## config.mk

```make
export PLATFORM = sky130hd
export DESIGN_NAME = lru_keyed_cache_directory
export DESIGN_NICKNAME = d
export VERILOG_FILES = /design/src/sv/lkcd_pkg.sv /design/src/sv/lru_keyed_cache_directory.sv /design/src/sv/lkcd_ram.sv
export SDC_FILE = /design/constraint.sdc
export NUM_CORES = 1
export LEC_CHECK = 0
export BUFFER_PORTS_ARGS = -buffer_cell sky130_fd_sc_hd__buf_2
export CAP_MARGIN = 10
export CORE_UTILIZATION = 40
export CTS_CLUSTER_DIAMETER = 30
export DETAILED_ROUTE_END_ITERATION = 6
export PLACE_DENSITY_LB_ADDON = 0.05
export SLEW_MARGIN = 15
export SYNTH_ARGS = -nofsm -noshare
export SYNTH_HDL_FRONTEND = slang
export SYNTH_HIERARCHICAL = 1
export SYNTH_SLANG_ARGS = --single-unit
```

## constraint.sdc

```tcl
create_clock -name clk -period 5.3 [get_ports clk]
set_input_delay 1.06 -clock clk [delete_from_list [all_inputs] [get_ports clk]]
set_output_delay 1.06 -clock clk [all_outputs]
set_load 0.05 [all_outputs]
```

## src/sv/lkcd_pkg.sv

```systemverilog
// Shared constants and types for the LRU keyed cache directory.
// No dependencies; imported by the top level.
package lkcd_pkg;

	localparam int DEF_MAX_ENTRIES = 32;
	localparam int DEF_KEY_WIDTH   = 32;

	localparam int CAPACITY_W = 6;
	localparam logic [CAPACITY_W-1:0] CAPACITY_RESET = 6'd30;

	// Sequencer states, one-hot.
	typedef enum logic [4:0] {
		ST_IDLE   = 5'b00001,
		ST_SCAN   = 5'b00010,
		ST_DECIDE = 5'b00100,
		ST_UPDATE = 5'b01000,
		ST_DONE   = 5'b10000
	} state_t;

endpackage

```

## src/sv/lru_keyed_cache_directory.sv

```systemverilog
// Top level of the LRU keyed cache directory: sequencer, capacity register, output register.
// Depends on lkcd_pkg and lkcd_ram.
//
// Usage:
// A request item (lookup_key, force_refresh, fetch_ok) enters on the in_valid/in_ready
// channel. Exactly one result item leaves on the out_valid/out_ready channel for every
// request. The user must write the capacity register through cfg_write/cfg_data only while no
// request is in flight (the block itself does not enforce this); it takes effect on the next request.
// Keys live in a synchronous key RAM and recency ranks in a rank RAM, both with a registered
// read. A request first scans slots 0 to fill-1, reading key and rank of one slot per cycle,
// to find a hit and the least recent slot. A decision cycle then writes a new key if needed,
// and an update pass reads, adjusts and writes back the rank of every occupied slot, again
// one slot per cycle. Reads and writes in that pass are one slot apart, so no slot is read
// while its own write is pending. A failed miss skips the update pass.
// One request is handled at a time, and a new request is taken as soon as the previous
// result sits in the output register, even if the receiver has not yet taken it; a new
// request is not accepted before the previous one has finished. A stalled receiver holds the
// result and, once the next request has finished, holds back that request's completion
// until the register is free.
// Reset empties the directory (fill count zero) and sets capacity to 30.
module lru_keyed_cache_directory
	import lkcd_pkg::*;
#(
	parameter int MAX_ENTRIES = DEF_MAX_ENTRIES,
	parameter int KEY_WIDTH   = DEF_KEY_WIDTH,
	parameter int SLOT_W      = $clog2(MAX_ENTRIES)
) (
	input  logic                  clk,
	input  logic                  arst_n,

	input  logic                  cfg_write,
	input  logic [CAPACITY_W-1:0] cfg_data,

	input  logic                  in_valid,
	output logic                  in_ready,
	input  logic [KEY_WIDTH-1:0]  lookup_key,
	input  logic                  force_refresh,
	input  logic                  fetch_ok,

	output logic                  out_valid,
	input  logic                  out_ready,
	output logic                  was_hit,
	output logic [SLOT_W-1:0]     slot_index,
	output logic                  did_evict,
	output logic [KEY_WIDTH-1:0]  evicted_key,
	output logic                  contents_fetched,
	output logic                  failed
);

	localparam int FILL_W = $clog2(MAX_ENTRIES + 1);
	localparam int CMP_W  = (FILL_W > CAPACITY_W) ? FILL_W : CAPACITY_W;

	state_t state_q;

	logic [CAPACITY_W-1:0] capacity_q;
	logic [FILL_W-1:0]     fill_q;
	logic [FILL_W-1:0]     idx_q;

	// Request being served.
	logic [KEY_WIDTH-1:0] key_q;
	logic                 force_q;
	logic                 ok_q;

	// Scan results.
	logic                 hit_q;
	logic [SLOT_W-1:0]    hit_slot_q;
	logic [SLOT_W-1:0]    hit_rank_q;
	logic [SLOT_W-1:0]    worst_slot_q;
	logic [SLOT_W-1:0]    worst_rank_q;
	logic [KEY_WIDTH-1:0] worst_key_q;

	// Read pipeline tracking for the scan and the update pass.
	logic                 rd_v_s1;
	logic [SLOT_W-1:0]    rd_idx_s1;

	// Decision for the update pass and the result.
	logic [SLOT_W-1:0]    slot_q;
	logic [FILL_W-1:0]    old_rank_q;
	logic                 res_hit_q;
	logic                 res_evict_q;
	logic [KEY_WIDTH-1:0] res_evkey_q;
	logic                 res_fetched_q;
	logic                 res_failed_q;

	// Output register.
	logic                 out_valid_q;
	logic                 out_hit_q;
	logic [SLOT_W-1:0]    out_slot_q;
	logic                 out_evict_q;
	logic [KEY_WIDTH-1:0] out_evkey_q;
	logic                 out_fetched_q;
	logic                 out_failed_q;

	// Memory ports.
	logic                 key_we;
	logic [SLOT_W-1:0]    key_waddr;
	logic [KEY_WIDTH-1:0] key_rdata;
	logic                 rank_we;
	logic [SLOT_W-1:0]    rank_wdata;
	logic [SLOT_W-1:0]    rank_rdata;
	logic [SLOT_W-1:0]    rd_addr;

	logic                 in_fire;
	logic                 issue;
	logic                 pass_done;
	logic                 out_load;
	logic                 key_match;
	logic                 worse;
	logic [CMP_W-1:0]     cap_ext;
	logic [CMP_W-1:0]     cap_eff;
	logic                 room;

	assign in_ready  = (state_q == ST_IDLE);
	assign in_fire   = in_valid && in_ready;
	assign rd_addr   = idx_q[SLOT_W-1:0];
	assign issue     = ((state_q == ST_SCAN) || (state_q == ST_UPDATE)) && (idx_q != fill_q);
	assign pass_done = (idx_q == fill_q) && !rd_v_s1;
	assign out_load  = (state_q == ST_DONE) && (!out_valid_q || out_ready);

	// Capacity of zero acts as one; capacity above the store size saturates.
	assign cap_ext = CMP_W'(capacity_q);
	always_comb begin
		if (cap_ext == '0) begin
			cap_eff = CMP_W'(1);
		end else if (cap_ext > CMP_W'(MAX_ENTRIES)) begin
			cap_eff = CMP_W'(MAX_ENTRIES);
		end else begin
			cap_eff = cap_ext;
		end
	end
	assign room = CMP_W'(fill_q) < cap_eff;

	// Scan compare on the data returned for the slot read in the previous cycle.
	assign key_match = rd_v_s1 && (state_q == ST_SCAN) && (key_rdata == key_q) && !hit_q;
	assign worse     = rank_rdata >= worst_rank_q;

	// Key RAM is written only in the decision cycle, for an allocation or an eviction.
	assign key_we    = (state_q == ST_DECIDE) && !hit_q && ok_q;
	assign key_waddr = room ? fill_q[SLOT_W-1:0] : worst_slot_q;

	// Rank write-back: the target slot becomes most recent, every occupied slot that was
	// more recent than the target's old rank ages by one.
	assign rank_we = rd_v_s1 && (state_q == ST_UPDATE);
	always_comb begin
		if (rd_idx_s1 == slot_q) begin
			rank_wdata = '0;
		end else if (FILL_W'(rank_rdata) < old_rank_q) begin
			rank_wdata = SLOT_W'(rank_rdata + 1'b1);
		end else begin
			rank_wdata = rank_rdata;
		end
	end

	lkcd_ram #(
		.DEPTH  (MAX_ENTRIES),
		.WIDTH  (KEY_WIDTH),
		.ADDR_W (SLOT_W)
	) u_key_ram (
		.clk   (clk),
		.we    (key_we),
		.waddr (key_waddr),
		.wdata (key_q),
		.raddr (rd_addr),
		.rdata (key_rdata)
	);

	lkcd_ram #(
		.DEPTH  (MAX_ENTRIES),
		.WIDTH  (SLOT_W),
		.ADDR_W (SLOT_W)
	) u_rank_ram (
		.clk   (clk),
		.we    (rank_we),
		.waddr (rd_idx_s1),
		.wdata (rank_wdata),
		.raddr (rd_addr),
		.rdata (rank_rdata)
	);

	// Control state.
	always_ff @(posedge clk or negedge arst_n) begin
		if (!arst_n) begin
			state_q     <= ST_IDLE;
			capacity_q  <= CAPACITY_RESET;
			fill_q      <= '0;
			idx_q       <= '0;
			hit_q       <= 1'b0;
			rd_v_s1     <= 1'b0;
			out_valid_q <= 1'b0;
		end else begin
			if (cfg_write) begin
				capacity_q <= cfg_data;
			end

			rd_v_s1 <= issue;
			if (issue) begin
				idx_q <= idx_q + 1'b1;
			end
			if (key_match) begin
				hit_q <= 1'b1;
			end

			if (out_load) begin
				out_valid_q <= 1'b1;
			end else if (out_ready) begin
				out_valid_q <= 1'b0;
			end

			case (state_q)
				ST_IDLE: begin
					if (in_fire) begin
						idx_q   <= '0;
						hit_q   <= 1'b0;
						state_q <= ST_SCAN;
					end
				end
				ST_SCAN: begin
					if (pass_done) begin
						state_q <= ST_DECIDE;
					end
				end
				ST_DECIDE: begin
					idx_q <= '0;
					if (!hit_q && !ok_q) begin
						state_q <= ST_DONE;
					end else begin
						if (!hit_q && room) begin
							fill_q <= fill_q + 1'b1;
						end
						state_q <= ST_UPDATE;
					end
				end
				ST_UPDATE: begin
					if (pass_done) begin
						state_q <= ST_DONE;
					end
				end
				ST_DONE: begin
					if (out_load) begin
						state_q <= ST_IDLE;
					end
				end
				default: begin
					state_q <= ST_IDLE;
				end
			endcase
		end
	end

	// Datapath registers.
	always_ff @(posedge clk) begin
		rd_idx_s1 <= rd_addr;

		if (in_fire) begin
			key_q        <= lookup_key;
			force_q      <= force_refresh;
			ok_q         <= fetch_ok;
			worst_rank_q <= '0;
			worst_slot_q <= '0;
			worst_key_q  <= '0;
		end

		if (rd_v_s1 && (state_q == ST_SCAN)) begin
			if (key_match) begin
				hit_slot_q <= rd_idx_s1;
				hit_rank_q <= rank_rdata;
			end
			if (worse) begin
				worst_rank_q <= rank_rdata;
				worst_slot_q <= rd_idx_s1;
				worst_key_q  <= key_rdata;
			end
		end

		if (state_q == ST_DECIDE) begin
			res_hit_q     <= hit_q;
			res_evict_q   <= 1'b0;
			res_evkey_q   <= '0;
			res_fetched_q <= 1'b0;
			res_failed_q  <= 1'b0;
			if (hit_q) begin
				slot_q        <= hit_slot_q;
				old_rank_q    <= FILL_W'(hit_rank_q);
				res_fetched_q <= force_q && ok_q;
				res_failed_q  <= force_q && !ok_q;
			end else if (!ok_q) begin
				// A failed miss reports only the failure and leaves the state alone.
				slot_q       <= '0;
				old_rank_q   <= '0;
				res_failed_q <= 1'b1;
			end else if (room) begin
				// New entry ranks behind every existing one before promotion.
				slot_q        <= fill_q[SLOT_W-1:0];
				old_rank_q    <= fill_q + 1'b1;
				res_fetched_q <= 1'b1;
			end else begin
				slot_q        <= worst_slot_q;
				old_rank_q    <= FILL_W'(worst_rank_q);
				res_evict_q   <= 1'b1;
				res_evkey_q   <= worst_key_q;
				res_fetched_q <= 1'b1;
			end
		end

		if (out_load) begin
			out_hit_q     <= res_hit_q;
			out_slot_q    <= slot_q;
			out_evict_q   <= res_evict_q;
			out_evkey_q   <= res_evkey_q;
			out_fetched_q <= res_fetched_q;
			out_failed_q  <= res_failed_q;
		end
	end

	assign out_valid        = out_valid_q;
	assign was_hit          = out_hit_q;
	assign slot_index       = out_slot_q;
	assign did_evict        = out_evict_q;
	assign evicted_key      = out_evkey_q;
	assign contents_fetched = out_fetched_q;
	assign failed           = out_failed_q;

endmodule

```

## src/sv/lkcd_ram.sv

```systemverilog
// Simple dual-port synchronous RAM: one write port, one read port, registered read.
// No dependencies; used for the key store and the recency rank store.
module lkcd_ram #(
	parameter int DEPTH = 32,
	parameter int WIDTH = 32,
	parameter int ADDR_W = $clog2(DEPTH)
) (
	input  logic              clk,
	input  logic              we,
	input  logic [ADDR_W-1:0] waddr,
	input  logic [WIDTH-1:0]  wdata,
	input  logic [ADDR_W-1:0] raddr,
	output logic [WIDTH-1:0]  rdata
);

	logic [WIDTH-1:0] mem [DEPTH];
	logic [WIDTH-1:0] rdata_q;

	always_ff @(posedge clk) begin
		if (we) begin
			mem[waddr] <= wdata;
		end
		rdata_q <= mem[raddr];
	end

	assign rdata = rdata_q;

endmodule
```

==> flow_summary.ini <==
[detailed_routing]
drt_wl_total_mm = 153.4
drc_errors = 0
drt_first_iter_violations = 2497
wire_per_inst_um = 27.78
via_per_inst = 5.434
first_pass_iters = 5
ant_nets = 0
vias = 30010

[timing]
period_share = 0.8164
post-route-min-period_ps = 4327
maxSlewViolCount = 0
rsz0062_at_grt = no
relSlewSlack = 0.2973
tns_ps = 0
holdWs_ps = 230.5
setup_violations = 0
tightestPinTransition_ps = 1054
worst_clock_skew_ps = 70.48
setup_ws_ps = 972.8
fmax_mhz = 231.1
hold_violations = 0

[finish]
fin_nets = 3545
drive_above_1_share = 0.2332
fin_area_um2 = 69660
area_growth_pct = 27.02
nFillCells = 11071

[global_routing]
met3_usage = 0.04444
busiest_layer = met2
grt_max_degree = 82
grt_use_met1 = 0.3313
grt_usage = 0.2233
grt_pass1_vias = 31034
grt_pass1_wl_mm = 220.7
antenna_found_initial = 5
overflow = 0
use_met2 = 0.3322

[place]
port_buffers = 87
dpl.hpwl_mm = 97.98
dpl_worst_slack_ps = 961.9
place_area_um2 = 58270
place_congestion = 0.8123

[logic_synthesis]
synth_top_area_cell = edfxtp_1
yosysSeqAreaShare = 0.7632
syn-num-nets = 3153
synth_top_area_frac = 0.7206
yosys_warnings = 6
synthDistinctLibCells = 54
ys_top_cells_by_area = edfxtp_1 (72%), mux2i_1 (9.4%), dfxtp_1 (3.1%)
ys.flop_type = edfxtp_1
synth_edf_count = 1316
synth_area_um2 = 54840
async_reset_ff_frac = 0.01823
avgSynthCellArea_um2 = 17.74
ys_ff_latch = 1426
netlist_instances = 3091

[cts]
htree_levels = 5
cts_num_sinks = 1426
numCtsBuffers = 338
clkLatencyLatePin_ps = 890
cts_tree = yes
cts_setup_buffers = 0
clkTransAtPathRegs_ps = 50
ctsResizeCount = 0
clockRootBuffer = clkbuf_16
ctsHoldBuffers = 0
cts_buffer_depth = 4

[setup_path]
critPathLaunch = cap_ext[5]
startpoint_type = flip-flop
arrival_ps = 4870
cp_max_fo = 35
rr_worst_depth = 11
crit_required_ps = 5840
r2r-start = cap_ext[5]
crit_type = flip-flop to flip-flop
crit_path_end_kind = flip-flop

[power]
fin_total_pwr_uw = 39560
cellPowerDensity_nw_per_um2 = 568.0
ir_drop_v = 0.0003116
leakage_uw = 0.02310

[die]
die_w_um = 372.3
num_rows = 135
fp.coreArea_um2 = 135800
start_util = 0.4038
ioPinCount = 88
die_y_um = 372.3
dieArea_um2 = 138600

[min_path]
hold_class = input port to async pin

[outcome]
outcome = finished, final reports clean

[flow_run]
maxCapViolations = 0
==> per-layer routing <==
layer,routed length (µm),up-vias,part of all wire
li1,-,13150,-
met1,71830,15599,0.47
met2,68990,1016,0.45
met3,9912,245,0.065
met4,2700,0,0.018
met5,0,-,0
==> metrics by stage <==
step / std cells / utilization
floorplan: 3091 / -
global placement: 4923 / 0.4290
detailed placement: 4923 / 0.4291
CTS: 5520 / 0.5127
global route: 5521 / 0.5129
finish: 5523 / 0.5129
==> synth_stat cells (all sizes together), types with 2 or more instances <==
cell,n
edfxtp,1316
mux2i,515
nand2,120
a22o,112
a21oi,110
nand3,107
buf,97
a22oi,96
nor2,95
dfxtp,84
clkbuf,68
mux4,50
xor2,49
nor3,36
and3,34
a31oi,33
dfrtp,21
ha,17
inv,17
mux2,16
xnor2,14
nor4,12
o21ai,12
nand3b,11
nand4,7
nor2b,6
or3b,6
dfstp,5
nand2b,4
and2,3
a21boi,2
o22ai,2
or3,2
==> critical path, stage by stage, from the launching register on <==
cell	delay [ps]
dfrtp_1	380
inv_1	150
nand2_1	80
ha_1	290
inv_1	50
o311ai_1	330
a221o_2	460
buf_4	370
mux2_2	540
or3b_2	640
nor2_4	420
buf_12	260
==> area by class of cell <==
class                      count  area, µm²  area share
sequential                  1426      41860      0.6010
multi-input combinational   1483      12320      0.1768
clock buffer                 394       8906      0.1279
clock inverter               203       2451     0.03519
tap                         1781       2228     0.03199
timing repair buffer         217       1824     0.02619
inverter                      17      63.81   0.0009161
antenna                        2      5.005  0.00007185
==> sequential cells by signal (all words and copies together) (netlist names), 5 cells and up <==
name and cells:
worst_rank_q 5, u_key_ram/mem 1024, fill_q 6, slot_q 5
cap_ext 6, rd_idx_s1 5, old_rank_q 6, slot_index 5
res_evkey_q 32, hit_slot_q 5, worst_key_q 32, idx_q 6
u_key_ram/rdata 32, hit_rank_q 5, key_q 32, worst_slot_q 5
u_rank_ram/mem 160, state_q 5, evicted_key 32, u_rank_ram/rdata 5
==> cell families (layout without fill, tap and decap cells) <==
family          Yosys count  after routing  share of synthesized area
compound gates          374            374                    0.04771
buf+inv                 182            831                    0.01802
xor+xnor                 63             63                    0.01006
fa+ha+maj                17             17                   0.003878
simple gates            448            448                    0.03922
flops                  1426           1426                     0.7632
mux                     581            581                     0.1179
other cells               0              2                          0
==> final timing paths <==
check	slack [ps]	endpoint
min in group clk	370	key_q[5]
min reg2reg	390	evicted_key[17]
min	230	cap_ext[0]
max	970	u_key_ram/mem[8][15]
max reg2reg	970	u_key_ram/mem[8][15]
max in group asynchronous	4550	idx_q[0]
==> cells in the final DEF, fill, tap and decap left out, types with 9 or more instances in the layout <==
cell,instances
buf_4,97
clkinv_2,51
nor3_1,35
inv_6,12
a31oi_1,33
a22o_1,112
nand3_1,107
bufinv_16,51
inv_1,16
clkinv_1,39
a22oi_1,96
nor2_1,55
clkbuf_1,39
clkinv_4,23
nand2_1,119
nor2_4,36
mux4_2,50
xor2_1,49
xnor2_1,14
o21ai_0,10
ha_1,17
nand3b_1,11
and3_1,34
clkbuf_8,11
a21oi_1,110
mux2i_1,515
nor4_1,9
mux2_2,15
dfxtp_1,84
buf_2,87
buf_12,33
edfxtp_1,1316
clkbuf_16,344
dfrtp_1,19
clkinvlp_4,26
==> report_power, final <==
part | internal [µW] | leakage [µW] | total (µW) | switching (µW)
Sequential | 13200 | 0.0128 | 13700 | 484
Combinational | 2010 | 0.00476 | 5430 | 3420
Clock | 14400 | 0.00551 | 20500 | 6110
Power figures use the tool's default switching activity.
